File: src/rtl/core/dprq_pkg.sv
// Shared types and constants for the dual priority request queue.
// No dependencies; imported by the core top level.
package dprq_pkg;

  // Fixed field widths of the stream payloads
  localparam int PRI_W       = 2;
  localparam int FIELD_ID_W  = 16;
  localparam int FIELD_CNT_W = 5;
  localparam int IN_TDATA_W  = 24;
  localparam int IN_TUSER_W  = 2;
  localparam int OUT_TDATA_W = 40;
  localparam int OUT_TUSER_W = 2;

  typedef enum logic [1:0] {
    ST_OK        = 2'd0,
    ST_FULL      = 2'd1,
    ST_NOT_FOUND = 2'd2
  } status_t;

  typedef enum logic {
    OP_INSERT = 1'b0,
    OP_REMOVE = 1'b1
  } op_t;

  localparam logic [PRI_W-1:0] PRI_NONE = 2'd0;
  localparam logic [PRI_W-1:0] PRI_TOP  = 2'd1;

endpackage

File: src/rtl/core/dual_priority_request_queue_core.sv
// Dual priority request queue: two sorted queues (read, write) with a shared id counter.
// Depends on dprq_pkg and dprq_ram.
//
//  channel  | direction | tdata                                   | tuser
//  s_axis   | in        | priority_req, remove_id                 | operation, queue_sel
//  m_axis   | out       | assigned_id, head_valid, head_id,       | status
//           |           | head_priority, queue_count              |
//
// One transaction at a time. An insert or a remove walks over the selected queue in the
// queue RAM, one entry per cycle through its single read and write port.
// rst is synchronous: both queues empty, id counter at zero.
// A finished result waits in the output register; the next input transaction is
// taken meanwhile, and a further result stalls until the first has been taken.
module dual_priority_request_queue_core
  import dprq_pkg::*;
#(
  parameter int QUEUE_DEPTH = 16,
  parameter int ID_WIDTH    = 16
) (
  input  logic                   clk,
  input  logic                   rst,
  input  logic                   s_axis_tvalid,
  output logic                   s_axis_tready,
  // [1:0] priority_req, [17:2] remove_id, [23:18] zero
  input  logic [IN_TDATA_W-1:0]  s_axis_tdata,
  // [0] operation, [1] queue_sel
  input  logic [IN_TUSER_W-1:0]  s_axis_tuser,
  output logic                   m_axis_tvalid,
  input  logic                   m_axis_tready,
  // [15:0] assigned_id, [16] head_valid, [32:17] head_id, [34:33] head_priority,
  // [39:35] queue_count
  output logic [OUT_TDATA_W-1:0] m_axis_tdata,
  // [1:0] status
  output logic [OUT_TUSER_W-1:0] m_axis_tuser
);

  localparam int IDX_W     = $clog2(QUEUE_DEPTH);
  localparam int CNT_W     = $clog2(QUEUE_DEPTH + 1);
  localparam int ENT_W     = ID_WIDTH + PRI_W;
  localparam int RAM_AW    = IDX_W + 1;
  localparam int RAM_DEPTH = 1 << RAM_AW;
  localparam logic [CNT_W-1:0] CNT_FULL = CNT_W'(QUEUE_DEPTH);
  localparam logic [CNT_W-1:0] CNT_ONE  = CNT_W'(1);
  localparam logic [IDX_W-1:0] IDX_ONE  = IDX_W'(1);

  typedef enum logic [2:0] {
    S_IDLE,
    S_ISCAN,
    S_RSCAN,
    S_WNEW,
    S_HRD,
    S_HRES
  } state_t;

  state_t              state;
  logic                op_rm;
  logic                sel;
  logic [PRI_W-1:0]    pri;
  logic [ID_WIDTH-1:0] rid;
  logic [ID_WIDTH-1:0] next_id;
  logic [ID_WIDTH-1:0] asg;
  status_t             st;
  logic [CNT_W-1:0]    cnt_q [2];
  logic [IDX_W-1:0]    ptr;
  logic [IDX_W-1:0]    didx;
  logic [IDX_W-1:0]    wpos;
  logic                more;
  logic                vld;
  logic                found;

  logic                ram_we;
  logic [RAM_AW-1:0]   ram_waddr;
  logic [ENT_W-1:0]    ram_wdata;
  logic                ram_re;
  logic [RAM_AW-1:0]   ram_raddr;
  logic [ENT_W-1:0]    ram_rdata;

  logic [ID_WIDTH-1:0] ent_id;
  logic [PRI_W-1:0]    ent_pri;
  logic                hit;
  logic [CNT_W-1:0]    cnt_sel;
  logic [CNT_W-1:0]    cnt_in;
  logic [PRI_W-1:0]    pri_in;
  logic [31:0]         rid32;
  logic [31:0]         ent_id32;
  logic [31:0]         asg32;
  logic [31:0]         cnt32;
  logic                head_valid;

  assign ent_id   = ram_rdata[ENT_W-1:PRI_W];
  assign ent_pri  = ram_rdata[PRI_W-1:0];
  assign hit      = found || (ent_id == rid);
  assign cnt_sel  = cnt_q[sel];
  assign cnt_in   = cnt_q[s_axis_tuser[1]];
  assign pri_in   = (s_axis_tdata[1:0] == PRI_NONE) ? PRI_TOP : s_axis_tdata[1:0];
  assign rid32    = 32'(s_axis_tdata[17:2]);
  assign ent_id32 = 32'(ent_id);
  assign asg32    = 32'(asg);
  assign cnt32    = 32'(cnt_sel);
  assign head_valid = (cnt_sel != '0);

  assign s_axis_tready = (state == S_IDLE);

  dprq_ram #(
    .WIDTH (ENT_W),
    .DEPTH (RAM_DEPTH)
  ) u_ram (
    .clk     (clk),
    .wr_en   (ram_we),
    .wr_addr (ram_waddr),
    .wr_data (ram_wdata),
    .rd_en   (ram_re),
    .rd_addr (ram_raddr),
    .rd_data (ram_rdata)
  );

  // RAM port control; reads run one entry ahead of the evaluated one
  always_comb begin
    ram_re    = 1'b0;
    ram_raddr = {sel, ptr};
    ram_we    = 1'b0;
    ram_waddr = {sel, wpos};
    ram_wdata = {next_id, pri};
    unique case (state)
      S_ISCAN: begin
        ram_re = more;
        // entry worse than the new one moves one place towards the tail
        if (vld && (ent_pri > pri)) begin
          ram_we    = 1'b1;
          ram_waddr = {sel, didx + IDX_ONE};
          ram_wdata = ram_rdata;
        end
      end
      S_RSCAN: begin
        ram_re = more;
        // entries behind the removed one close the gap
        if (vld && found) begin
          ram_we    = 1'b1;
          ram_waddr = {sel, didx - IDX_ONE};
          ram_wdata = ram_rdata;
        end
      end
      S_WNEW: begin
        ram_we = 1'b1;
      end
      S_HRD: begin
        ram_re    = 1'b1;
        ram_raddr = {sel, {IDX_W{1'b0}}};
      end
      default: begin
      end
    endcase
  end

  always_ff @(posedge clk) begin
    if (rst) begin
      state         <= S_IDLE;
      cnt_q[0]      <= '0;
      cnt_q[1]      <= '0;
      next_id       <= '0;
      m_axis_tvalid <= 1'b0;
      vld           <= 1'b0;
      more          <= 1'b0;
      found         <= 1'b0;
    end else begin
      // in S_HRES the output register is handled below
      if (m_axis_tready && (state != S_HRES)) begin
        m_axis_tvalid <= 1'b0;
      end
      unique case (state)
        S_IDLE: begin
          vld   <= 1'b0;
          found <= 1'b0;
          if (s_axis_tvalid) begin
            op_rm <= s_axis_tuser[0];
            sel   <= s_axis_tuser[1];
            pri   <= pri_in;
            rid   <= rid32[ID_WIDTH-1:0];
            asg   <= '0;
            if (s_axis_tuser[0] == OP_INSERT) begin
              if (cnt_in == CNT_FULL) begin
                st    <= ST_FULL;
                state <= S_HRD;
              end else if (cnt_in == '0) begin
                st    <= ST_OK;
                wpos  <= '0;
                state <= S_WNEW;
              end else begin
                st    <= ST_OK;
                ptr   <= IDX_W'(cnt_in - CNT_ONE);
                more  <= 1'b1;
                state <= S_ISCAN;
              end
            end else begin
              if (cnt_in == '0) begin
                st    <= ST_NOT_FOUND;
                state <= S_HRD;
              end else begin
                st    <= ST_OK;
                ptr   <= '0;
                more  <= 1'b1;
                state <= S_RSCAN;
              end
            end
          end
        end
        S_ISCAN: begin
          // walk from the tail towards the head
          if (more) begin
            vld  <= 1'b1;
            didx <= ptr;
            ptr  <= ptr - IDX_ONE;
            more <= (ptr != '0);
          end else begin
            vld <= 1'b0;
          end
          if (vld) begin
            if (ent_pri > pri) begin
              if (didx == '0) begin
                wpos  <= '0;
                state <= S_WNEW;
              end
            end else begin
              wpos  <= didx + IDX_ONE;
              state <= S_WNEW;
            end
          end
        end
        S_RSCAN: begin
          if (more) begin
            vld  <= 1'b1;
            didx <= ptr;
            ptr  <= ptr + IDX_ONE;
            more <= ((CNT_W'(ptr) + CNT_ONE) < cnt_sel);
          end else begin
            vld <= 1'b0;
          end
          if (vld) begin
            found <= hit;
            if (didx == IDX_W'(cnt_sel - CNT_ONE)) begin
              if (hit) begin
                cnt_q[sel] <= cnt_sel - CNT_ONE;
              end else begin
                st <= ST_NOT_FOUND;
              end
              state <= S_HRD;
            end
          end
        end
        S_WNEW: begin
          cnt_q[sel] <= cnt_sel + CNT_ONE;
          asg        <= next_id;
          next_id    <= next_id + ID_WIDTH'(1);
          state      <= S_HRD;
        end
        S_HRD: begin
          state <= S_HRES;
        end
        S_HRES: begin
          if (!m_axis_tvalid || m_axis_tready) begin
            m_axis_tvalid <= 1'b1;
            m_axis_tuser  <= st;
            m_axis_tdata  <= {cnt32[FIELD_CNT_W-1:0],
                              head_valid ? ent_pri : PRI_NONE,
                              head_valid ? ent_id32[FIELD_ID_W-1:0] : {FIELD_ID_W{1'b0}},
                              head_valid,
                              asg32[FIELD_ID_W-1:0]};
            state         <= S_IDLE;
          end
        end
        default: begin
          state <= S_IDLE;
        end
      endcase
    end
  end

  // op_rm is kept for the checks below
  a_cnt_bound: assert property (@(posedge clk) disable iff (rst)
    (cnt_q[0] <= CNT_FULL) && (cnt_q[1] <= CNT_FULL))
    else $error("queue count beyond depth");

  a_idle_no_write: assert property (@(posedge clk) disable iff (rst)
    (state == S_IDLE) |-> !ram_we)
    else $error("queue RAM written while idle");

  a_id_advance: assert property (@(posedge clk) disable iff (rst)
    (next_id != $past(next_id)) |-> ($past(state) == S_WNEW))
    else $error("id counter moved outside an insert");

  a_remove_no_id: assert property (@(posedge clk) disable iff (rst)
    ((state == S_HRES) && (op_rm == OP_REMOVE)) |-> (asg == '0))
    else $error("remove carries an assigned id");

  a_full_no_id: assert property (@(posedge clk) disable iff (rst)
    (m_axis_tvalid && (m_axis_tuser == ST_FULL)) |-> (m_axis_tdata[FIELD_ID_W-1:0] == '0))
    else $error("full insert reports an id");

endmodule

File: src/rtl/core/dprq_ram.sv
// Generic single-write, single-read RAM with registered read data.
// No dependencies; holds both request queues in the core.
module dprq_ram #(
  parameter int WIDTH = 18,
  parameter int DEPTH = 32
) (
  input  logic                     clk,
  input  logic                     wr_en,
  input  logic [$clog2(DEPTH)-1:0] wr_addr,
  input  logic [WIDTH-1:0]         wr_data,
  input  logic                     rd_en,
  input  logic [$clog2(DEPTH)-1:0] rd_addr,
  output logic [WIDTH-1:0]         rd_data
);

  logic [WIDTH-1:0] mem [DEPTH];

  always_ff @(posedge clk) begin
    if (wr_en) begin
      mem[wr_addr] <= wr_data;
    end
    if (rd_en) begin
      rd_data <= mem[rd_addr];
    end
  end

endmodule

File: config.mk
export PLATFORM = sky130hd
export DESIGN_NAME = dual_priority_request_queue_core
export DESIGN_NICKNAME = d
export VERILOG_FILES = /design/src/rtl/core/dprq_pkg.sv /design/src/rtl/core/dual_priority_request_queue_core.sv /design/src/rtl/core/dprq_ram.sv
export SDC_FILE = /design/constraint.sdc
export NUM_CORES = 1
export LEC_CHECK = 0
export BUFFER_PORTS_ARGS = -buffer_cell sky130_fd_sc_hd__buf_4
export CORE_MARGIN = 10
export CORE_UTILIZATION = 45
export CTS_BUF_LIST = sky130_fd_sc_hd__clkbuf_4 sky130_fd_sc_hd__clkbuf_8
export DETAILED_ROUTE_END_ITERATION = 16
export PLACE_DENSITY_LB_ADDON = 0.1
export SYNTH_ARGS = -nofsm -noshare
export SYNTH_HDL_FRONTEND = slang
export SYNTH_SLANG_ARGS = --single-unit
File: constraint.sdc
create_clock -name clk -period 5.64 [get_ports clk]
set_input_delay 1.128 -clock clk [delete_from_list [all_inputs] [get_ports clk]]
set_output_delay 1.128 -clock clk [all_outputs]
set_load 0.02 [all_outputs]
==> results of run 1 <==
-- Yosys cell counts (33+ instances only) --
master,number
edfxtp_1,695
nand2_1,142
o21ai_0,113
mux2i_1,98
a21oi_1,94
clkbuf_1,88
nor2_1,86
a211oi_1,62
and3_1,58
a311oi_1,54
inv_1,44
or3_1,41
nor3_1,40
xnor2_1,39
buf_2,37
o32ai_1,37
mux4_2,36
nand3_1,33
-- per-layer routing --
layer  track usage, %  part of all wire (%)  wire length [um]  up-vias
li1                 -                     -                 -     8262
met1            29.61                    44             36780     9329
met2            32.08                    45             38010      750
met3            3.645                   7.6              6392      120
met4            8.445                   3.1              2589        0
met5                0                     0                 0        -
-- cell type report --
cell class / instances / area, um^2 / area share (%)
sequential: 719 / 21350 / 62.12
tap: 864 / 1081 / 3.145
multi-input combinational: 1147 / 8342 / 24.27
antenna: 3 / 7.507 / 0.02184
timing repair buffer: 135 / 1064 / 3.094
clock inverter: 36 / 202.7 / 0.5898
clock buffer: 178 / 2150 / 6.254
inverter: 46 / 172.7 / 0.5024
-- cells by family after synthesis --
kind of cell | after synthesis | synth area share (%)
compound gates | 426 | 9.466
xor+xnor | 48 | 1.391
fa+ha+maj | 18 | 0.7699
buf+inv | 181 | 2.438
flops | 719 | 70.63
mux | 167 | 7.231
simple gates | 488 | 8.075
-- state kept, by name, indices dropped and copies added, names as in the netlist, 3 cells and up, named ones only --
register and flops:
asg 16, cnt_q 10, didx 4, m_axis_tdata 40, next_id 16, ptr 4
rid 16, state 3, u_ram.mem 576, u_ram.rd_data 18, wpos 4
-- power groups by stage --
stage | combinational, mW | sequential (mW) | clock, mW
3_3_place_gp | 3.66 | 6.39 | 0
4_1_cts | 3.72 | 6.29 | 4.60
5_1_grt | 3.97 | 6.31 | 4.84
3_5_place_dp | 3.70 | 6.40 | 0
2_1_floorplan | 2.31 | 6.30 | 0
6_report | 3.73 | 6.29 | 4.50
-- per-stage QoR --
stage	instance area [um^2]	hold WS [ns]	setup WS (ns)
floorplan	30230	0.4003	0.7238
global placement	32010	0.4016	1.697
detailed placement	32010	0.4054	1.586
CTS	34360	0.4039	1.536
global route	34360	0.4203	1.199
finish	34370	0.4131	1.467
-- path summary, 6_finish.rpt --
path	to	slack (ns)	from	cells after the start
setup / recovery	u_ram.mem[11][8]$_DFFE_PP_	1.47	state[0]$_SDFFE_PP0P_	6
hold / removal	m_axis_tdata[14]$_DFFE_PP_	0.41	asg[14]$_SDFFCE_PP0P_	0
setup reg to reg	u_ram.mem[11][8]$_DFFE_PP_	1.47	state[0]$_SDFFE_PP0P_	6
hold reg to reg	m_axis_tdata[14]$_DFFE_PP_	0.41	asg[14]$_SDFFCE_PP0P_	0
==> impl_metrics.csv, run 1 <==
group,metric,value,unit
clocking,clk_pin_slew_worst_paths,0.06,ns
outcome,status,"finished, final reports clean",
floorplanning,fp.coreArea,0.06622,mm^2
sta,fmaxAchievable,239.6,MHz
global_route,grt_max_degree,147,
clocking,cts_resized,0,
synth,avgSynthCellArea,14.77,um^2
sta,setup_viol,0,
power,p_total,14.52,mW
global_route,grt_remaining_overflow,0,
placement,port_buffers,67,
sta,slew_viol_final,0,
setup_path,path_common_cell,"o2111ai_1",
clocking,cts_root_buf,"clkbuf_8",
power,p_switching,4.768,mW
power,comb_power_share,25.7,%
power,p_sw_share,32.84,%
power,clockPowerShare,31.0,%
cells_and_area,final_cells,3128,
sta,tightest_slew,1.324,ns
sta,slew_headroom,11.66,%
synth,ys.flop_type,"edfxtp_1",
setup_path,startpoint_type,"flop",
global_route,grt_first_pass_wirelength,122.0,mm
clocking,max-clock-path-buffers,3,
detailed_routing,drc,0,
cells_and_area,fin_nets,2216,
synth,synthTopCellsByArea,"edfxtp_1, mux2i_1, mux4_2, o21ai_0, nand2_1",
setup_path,critical_path_class,"reg -> reg",
detailed_routing,drt_iter0_drc,1904,
cells_and_area,layout_commonest_cell,"edfxtp_1",
synth,synth_seq_cells,719,
hold_path,min_path_type,"reg -> reg",
sta,finalSetupTns,0,ns
synth,synth_top_area_share,69.04,%
clocking,hold_buffers,0,
synth,synth_top_area_cell,"edfxtp_1",
sta,rsz0062_at_grt,"no",
global_route,grt_antenna_before_repair,3,
placement,dpl.cell_count,2911,
job,drv_cap,0,
synth,synth-warning-count,0,
cells_and_area,layout_common_cells,"edfxtp_1, nand2_1, buf_4",
sta,layout_min_cycle_time,4.173,ns
setup_path,cp.arrival,4.57,ns
setup_path,critPathBufInv,1,
power,p_seq_share,43.3,%
floorplanning,die_area,0.07794,mm^2
clocking,cts_tree,"built",
floorplanning,start_util,45.65,%
power,vdd_drop_max,0.2239,mV
clocking,cts_sinks,719,
synth,synthArstFlopShare,0,%
detailed_routing,avgViaCountPerCell,5.902,
clocking,cts_setup_buffers,0,
detailed_routing,routedWlPerCell,26.78,um
synth,syn_inst,2047,
setup_path,cp_top_family,"simple AND/OR/NAND/NOR gates",
setup_path,critical_path.max_stage_delay,0.90,ns
cells_and_area,post-route-util,51.90,%
synth,ys_types,68,
cells_and_area,fillers,5516,
setup_path,crit_chain,"nor3b_2 -> o2111ai_1 -> nand2_1 -> o2111ai_1 -> nor3_2 -> buf_4",
setup_path,worstPathRequired,6.04,ns
synth,ys_seq_area_share,70.63,%
sta,fin_crit_sh,73.99,%
global_route,grt_util_all_layers,21.04,%
floorplanning,die_x,279.2,um
setup_path,end_kind,"flop",
cells_and_area,area_growth,13.70,%
sta,hold_viol,0,
clocking,clkLatencyLatePin,0.73,ns
detailed_routing,dr.pass1.iters,5,
placement,gp_congestion,0.8525,
setup_path,crit_path_top_delay_cell,"nand2_1",
global_route,grt_pass1_vias,18190,
power,cell_internal_pwr,9.752,mW
placement,place_hpwl,49.65,mm
clocking,htreeDepth,3,
floorplanning,io_pins,74,
detailed_routing,antenna_left,0,
synth,synth.net_count,2095,
power,powerDensity,422.5,mW/mm^2
power,leakage,11.72,nW
sta,clock_skew,0.02328,ns
synth,syn_area,0.03023,mm^2
setup_path,cp_max_fo,25,
clocking,cts_buffers,119,
synth,synth_edf_count,695,
floorplanning,rows,94,
cells_and_area,drive_gt1_share,19.90,%
floorplanning,die_h,279.2,um
detailed_routing,routed_wl,83.77,mm
detailed_routing,dr_total_vias,18460,
No activity file was read; power rests on OpenSTA's default activity.
==> run 2: changes to the inputs <==
--- a/config.mk
+++ b/config.mk
@@ -5,6 +5,7 @@
 export SDC_FILE = /design/constraint.sdc
 export NUM_CORES = 1
 export LEC_CHECK = 0
+export ABC_AREA = 1
 export BUFFER_PORTS_ARGS = -buffer_cell sky130_fd_sc_hd__buf_4
 export CORE_MARGIN = 10
 export CORE_UTILIZATION = 45
==> constraint.sdc (replaced) <==
create_clock -name clk -period 3.8 [get_ports clk]
set_input_delay 0.76 -clock clk [delete_from_list [all_inputs] [get_ports clk]]
set_output_delay 0.76 -clock clk [all_outputs]
set_load 0.02 [all_outputs]
==> run 2 against run 1 <==
Critical path depth increased by 6. Hold slack lost 0.19 ns. Combinational power rose by 100%. Routed wire length fell by 7.3%. Core utilization fell by 0.27 points. Critical endpoint is now u_ram.mem[6][6]$_DFFE_PP_. Final area rose by 0.90%. Cell count is 15% higher.
==> impl_metrics.csv, run 2 <==
group,metric,value,unit
power,leakage,12.92,nW
sta,fin_crit_sh,83.21,%
clocking,cts_buffers,117,
setup_path,cp.arrival,3.57,ns
detailed_routing,antenna_left,0,
sta,slew_headroom,40.23,%
setup_path,end_kind,"flop",
floorplanning,fp.coreArea,0.06716,mm^2
global_route,grt_antenna_before_repair,2,
setup_path,crit_chain,"ha_1 -> inv_1 -> o21bai_1 -> nand3_1 -> inv_1 -> nand2_1 -> nand2_1 -> nand2_1 -> o21ai_2 -> nand3_2 -> nor2_1 -> buf_4",
cells_and_area,final_cells,3588,
global_route,grt_remaining_overflow,0,
synth,synth_edf_count,695,
setup_path,r2r_end,"u_ram.mem[6][6]$_DFFE_PP_",
setup_path,crit_path_top_delay_cell,"nor2_1",
cells_and_area,layout_commonest_cell,"edfxtp_1",
sta,tightest_slew,0.8966,ns
synth,synth.net_count,2531,
synth,synth_commonest_cells,"edfxtp_1, nand2_1, o211ai_1",
detailed_routing,drc,0,
placement,place_hpwl,44.79,mm
placement,dpl.cell_count,3374,
floorplanning,die_x,280.3,um
cells_and_area,layout_common_cells,"edfxtp_1, nand2_1, o211ai_1",
placement,pre_cts_ws,0.6614,ns
global_route,grt_max_degree,145,
floorplanning,io_pins,74,
setup_path,startpoint_type,"flop",
placement,gp_congestion,0.8449,
floorplanning,die_area,0.07855,mm^2
cells_and_area,largest-register,"u_ram.mem",
power,p_switching,8.535,mW
power,p_seq_share,39.6,%
synth,ys_types,48,
sta,setup_ws,0.6382,ns
floorplanning,die_h,280.3,um
cells_and_area,fin_nets,2668,
cells_and_area,drive_gt1_share,17.69,%
setup_path,cp_top_family,"simple AND/OR/NAND/NOR gates",
clocking,max-clock-path-buffers,3,
synth,yosysMostFrequentCell,"edfxtp_1",
sta,hold_slack,0.2253,ns
setup_path,critical_path.max_stage_delay,0.61,ns
synth,syn_inst,2483,
clocking,hold_buffers,0,
synth,avgSynthCellArea,12.28,um^2
synth,synthArstFlopShare,0,%
synth,synth-warning-count,0,
detailed_routing,drt_iter0_drc,1680,
clocking,cts_sinks,719,
sta,layout_min_cycle_time,3.162,ns
clocking,clkLatencyLatePin,0.73,ns
setup_path,cp_max_fo,8,
synth,synth_top_area_share,68.47,%
synth,ys_seq_area_share,70.05,%
hold_path,hold_start,"s_axis_tdata[14]",
clocking,htreeDepth,3,
cells_and_area,largest_register_ff_count,576,
sta,clock_skew,0.02098,ns
power,vdd_drop_max,0.5301,mV
floorplanning,start_util,45.39,%
clocking,cts_root_buf,"clkbuf_8",
floorplanning,rows,95,
power,cell_internal_pwr,14.98,mW
sta,fmaxAchievable,316.3,MHz
synth,syn_area,0.03048,mm^2
sta,setup_viol,0,
synth,synth_seq_cells,719,
sta,finalSetupTns,0,ns
detailed_routing,routedWlPerCell,21.64,um
setup_path,path_common_cell,"nand2_1",
sta,slew_viol_final,0,
setup_path,r2r_slack,0.64,ns
clocking,cts_resized,0,
clocking,cts_tree,"built",
placement,port_buffers,67,
clocking,cts_setup_buffers,0,
hold_path,hold_path_depth,1,
cells_and_area,top_regs,"u_ram.mem: 576 flops, m_axis_tdata: 40 flops, u_ram.rd_data: 18 flops",
hold_path,min_path_type,"in -> reg",
global_route,grt_util_all_layers,19.62,%
power,powerDensity,678.0,mW/mm^2
global_route,grt_first_pass_wirelength,116.4,mm
detailed_routing,dr_total_vias,19370,
power,p_sw_share,36.30,%
setup_path,critPathBufInv,3,
outcome,status,"finished, final reports clean",
detailed_routing,dr.pass1.iters,8,
hold_path,hold_end,"rid[12]$_DFFE_PP_",
synth,synthTopCellsByArea,"edfxtp_1, o211ai_1, nand2_1, nand3_1, inv_1",
synth,ys.flop_type,"edfxtp_1",
setup_path,worstPathRequired,4.21,ns
sta,hold_viol,0,
clocking,clk_pin_slew_worst_paths,0.06,ns
setup_path,r2r_cells,12,
power,clockPowerShare,27.9,%
setup_path,timing.rr.start,"u_ram.rd_data[1]$_DFFE_PP_",
sta,rsz0062_at_grt,"no",
global_route,grt_pass1_vias,18750,
setup_path,critical_path_class,"reg -> reg",
detailed_routing,avgViaCountPerCell,5.398,
power,comb_power_share,32.5,%
cells_and_area,area_growth,13.77,%
job,drv_cap,0,
detailed_routing,routed_wl,77.64,mm
synth,synth_top_area_cell,"edfxtp_1",
## run 2: cell families (layout without fill, tap and decap cells)
family	Yosys count	in the layout	synth area share [%]
AND/OR/NAND/NOR	977	977	14.78
other	0	2	0
adder cells (fa/ha/maj)	18	18	0.7635
XOR/XNOR	21	21	0.6034
AO/OA/AOI/OAI	365	365	8.764
buffers and inverters	383	613	5.045
flip-flops	719	719	70.05
## run 2: per-stage QoR
stage	power, mW	area (um^2)	util (%)
2_1_floorplan	14.53	30490	-
3_5_place_dp	17.12	32370	48.21
6_report	23.51	34680	51.64
4_1_cts	23.71	34670	51.63
3_3_place_gp	17.02	32370	48.21
5_1_grt	24.87	34680	51.64
## run 2: how the worst max path moves through the flow
| stage | startpoint | cells past startpoint | slack, ns | to |
|---|---|---|---|---|
| 2_1_floorplan | rst | 2 | 0.72 | m_axis_tdata[0]$_DFFE_PP_ |
| 6_report | u_ram.rd_data[1]$_DFFE_PP_ | 12 | 0.64 | u_ram.mem[6][6]$_DFFE_PP_ |
| 3_5_place_dp | u_ram.rd_data[1]$_DFFE_PP_ | 12 | 0.66 | u_ram.mem[6][7]$_DFFE_PP_ |
| 4_1_cts | u_ram.rd_data[1]$_DFFE_PP_ | 12 | 0.64 | u_ram.mem[6][6]$_DFFE_PP_ |
| 3_3_place_gp | u_ram.rd_data[1]$_DFFE_PP_ | 12 | 0.70 | u_ram.mem[6][0]$_DFFE_PP_ |
| 5_1_grt | u_ram.rd_data[1]$_DFFE_PP_ | 12 | 0.39 | u_ram.mem[6][6]$_DFFE_PP_ |
## run 2: final cells by class
class | count | area [um^2]
clock inverter | 57 | 346.6
multi-input combinational | 1381 | 7717
sequential | 719 | 21350
tap | 873 | 1092
antenna | 2 | 5.005
timing repair buffer | 147 | 1254
clock buffer | 155 | 1952
inverter | 254 | 960.9
fill | 5724 | 32480
## run 2: worst register-to-register path: cells and delay by family (launching register included)
family,cells,cell delay [ns]
AO/OA/AOI/OAI,2,0.34
adder cells (fa/ha/maj),1,0.31
buffers and inverters,3,0.50
flip-flops,1,0.41
AND/OR/NAND/NOR,6,1.31
## run 2: power groups by stage
stage	Clock (mW)	Sequential, mW	Combinational [mW]
6_report	6.57	9.31	7.64
5_1_grt	7.12	9.33	8.41
4_1_cts	6.73	9.31	7.67
3_5_place_dp	0	9.47	7.65
3_3_place_gp	0	9.46	7.56
2_1_floorplan	0	9.42	5.12
## run 2: layer usage
metal  up-vias  track usage (%)  wire, um
met5         -                0         0
li1       9175                -         -
met3       128            3.409      4396
met1      9483            26.73     34960
met2       581            31.57     36130
met4         0            6.348      2159
==> run 3: changes to the inputs <==
==> constraint.sdc (replaced) <==
create_clock -name clk -period 2.7 [get_ports clk]
set_input_delay 0.54 -clock clk [delete_from_list [all_inputs] [get_ports clk]]
set_output_delay 0.54 -clock clk [all_outputs]
set_load 0.02 [all_outputs]
==> run 3 against run 2 <==
Fmax up 23%. Core utilization is 2.0 points higher. Global-route usage up 0.075 points. Count of clock-buffer cells in the layout rose by 21. Via count is 1.1% higher. Routed wire length rose by 0.13%. Power increased by 45%. Critical endpoint is now u_ram.rd_data[12]$_DFFE_PP_. Largest cell class unchanged.
==> impl_metrics.csv, run 3 (synthesis results as in run 2) <==
group,metric,value,unit
setup_path,critPathBufInv,3,
cells_and_area,post-route-util,53.65,%
power,p_switching,12.27,mW
setup_path,startpoint_type,"flop",
cells_and_area,area_growth,18.21,%
global_route,grt_antenna_before_repair,1,
placement,port_buffers,67,
detailed_routing,dr.pass1.iters,5,
detailed_routing,routedWlPerCell,21.22,um
detailed_routing,wl_met1,35.77,mm
clocking,htreeDepth,3,
global_route,grt_first_pass_wirelength,117.5,mm
power,leakage,13.49,nW
floorplanning,die_h,280.3,um
power,p_total,34.16,mW
floorplanning,io_pins,74,
clocking,cts_setup_buffers,0,
floorplanning,fp.coreArea,0.06716,mm^2
global_route,grt_pass1_vias,19020,
placement,pre_cts_ws,0.05215,ns
clocking,cts_buffers,118,
floorplanning,start_util,45.39,%
sta,fin_crit_sh,95.41,%
cells_and_area,fillers,5620,
floorplanning,die_x,280.3,um
sta,fmaxAchievable,388.2,MHz
detailed_routing,routed_wl,77.74,mm
global_route,grt_max_degree,89,
setup_path,critical_path.max_stage_delay,0.44,ns
detailed_routing,dr_total_vias,19580,
detailed_routing,avgViaCountPerCell,5.344,
cells_and_area,layout_common_cells,"edfxtp_1, nand2_1, o211ai_1",
hold_path,hold_path_depth,1,
sta,layout_min_cycle_time,2.576,ns
outcome,status,"finished, final reports clean",
power,cell_internal_pwr,21.89,mW
sta,finalSetupTns,0,ns
floorplanning,rows,95,
setup_path,critical_path_class,"reg -> reg",
detailed_routing,wl_met2,35.16,mm
floorplanning,die_area,0.07855,mm^2
sta,slew_headroom,53.84,%
setup_path,end_kind,"flop",
hold_path,hold_start,"s_axis_tuser[1]",
detailed_routing,highest_layer,"met4",
setup_path,timing.rr.start,"state[0]$_SDFFE_PP0P_",
detailed_routing,drt_iter0_drc,1688,
setup_path,r2r_cells,11,
clocking,cts_sinks,719,
sta,hold_viol,0,
setup_path,crit_chain,"inv_2 -> nand3_4 -> inv_4 -> nor2_8 -> buf_12 -> o211ai_1 -> nand3_1 -> nand3_1 -> nand2_1 -> nand2_1 -> nand2_1",
setup_path,crit_path_top_delay_cell,"dfxtp_1",
setup_path,cp_top_family,"simple AND/OR/NAND/NOR gates",
hold_path,hold_end,"sel$_DFFE_PP_",
sta,clock_skew,0.03746,ns
placement,place_hpwl,47.75,mm
sta,rsz0062_at_grt,"no",
job,drv_cap,0,
detailed_routing,antenna_left,0,
sta,setup_viol,0,
setup_path,cp_max_fo,88,
clocking,cts_tree,"built",
setup_path,cp.arrival,3.17,ns
power,p_seq_share,38.2,%
cells_and_area,drive_gt1_share,19.54,%
cells_and_area,top_regs,"u_ram.mem: 576 flops, m_axis_tdata: 40 flops, u_ram.rd_data: 18 flops",
sta,tightest_slew,0.6851,ns
sta,slew_viol_final,0,
global_route,grt_util_all_layers,19.70,%
cells_and_area,layout_commonest_cell,"edfxtp_1",
power,comb_power_share,33.9,%
placement,gp_congestion,0.8778,
setup_path,r2r_end,"u_ram.rd_data[12]$_DFFE_PP_",
power,clockPowerShare,27.9,%
hold_path,min_path_type,"in -> reg",
power,powerDensity,948.1,mW/mm^2
cells_and_area,largest-register,"u_ram.mem",
clocking,max-clock-path-buffers,3,
clocking,clkLatencyLatePin,0.73,ns
power,p_sw_share,35.92,%
detailed_routing,drc,0,
setup_path,r2r_slack,0.12,ns
setup_path,worstPathRequired,3.29,ns
clocking,clk_pin_slew_worst_paths,0.06,ns
sta,hold_slack,0.08881,ns
cells_and_area,largest_register_ff_count,576,
clocking,cts_root_buf,"clkbuf_8",
detailed_routing,wl_met3,4.298,mm
cells_and_area,fin_nets,2735,
power,vdd_drop_max,0.6721,mV
sta,setup_ws,0.1239,ns
global_route,grt_remaining_overflow,0,
setup_path,path_common_cell,"nand2_1",
## run 3: metal layers
metal  vias up  global-route usage, %
met5         -                      0
met4         0                  7.609
met3       118                  2.868
met2       586                  30.29
met1      9534                  27.93
li1       9343                      -
## run 3: power by group through the flow
stage / registers, mW / logic [mW] / clock network [mW]
CTS: 13.0 / 11.6 / 9.79
global route: 13.1 / 12.7 / 10.3
detailed placement: 13.3 / 11.5 / 0
finish: 13.1 / 11.6 / 9.52
floorplan: 13.2 / 7.22 / 0
global placement: 13.3 / 11.4 / 0
## run 3: worst max-delay path by stage
stage	startpoint	endpoint	slack (ns)	cells past startpoint
after floorplan	u_ram.rd_data[1]$_DFFE_PP_	u_ram.mem[12][0]$_DFFE_PP_	-0.23	12
after global placement	pri[1]$_SDFFCE_PN0P_	u_ram.mem[5][6]$_DFFE_PP_	0.06	13
after detailed placement	s_axis_tuser[1]	wpos[1]$_SDFFCE_PN0P_	0.05	8
after CTS	pri[1]$_SDFFCE_PN0P_	u_ram.mem[24][2]$_DFFE_PP_	0.1	13
after global routing	state[0]$_SDFFE_PP0P_	u_ram.rd_data[2]$_DFFE_PP_	0.0005	13
final	state[0]$_SDFFE_PP0P_	u_ram.rd_data[12]$_DFFE_PP_	0.12	11
## run 3: repair_timing
| item | in CTS | in global routing |
|---|---|---|
| hold buffers | 17 | 0 |
| endpoints found under the hold margin | 17 | 0 |
| setup endpoints to repair | 0 | 700 |
| resized for setup | 0 | 6 |
## run 3: layout make-up
class	instances	area, um^2	share of cell area, %
Sequential cell	719	21350	59.26
Timing Repair Buffer	212	2476	6.872
Clock buffer	176	2122	5.890
Antenna cell	2	5.005	0.01389
Clock inverter	46	285.3	0.7918
Tap cell	873	1092	3.032
Inverter	254	963.4	2.674
Multi-Input combinational cell	1382	7735	21.47
## run 3: per-stage QoR
stage / area [um^2] / std cells
floorplan: 30540 / 2483
global placement: 33420 / 3422
detailed placement: 33420 / 3422
CTS: 36000 / 3661
global route: 36030 / 3664
finish: 36030 / 3664
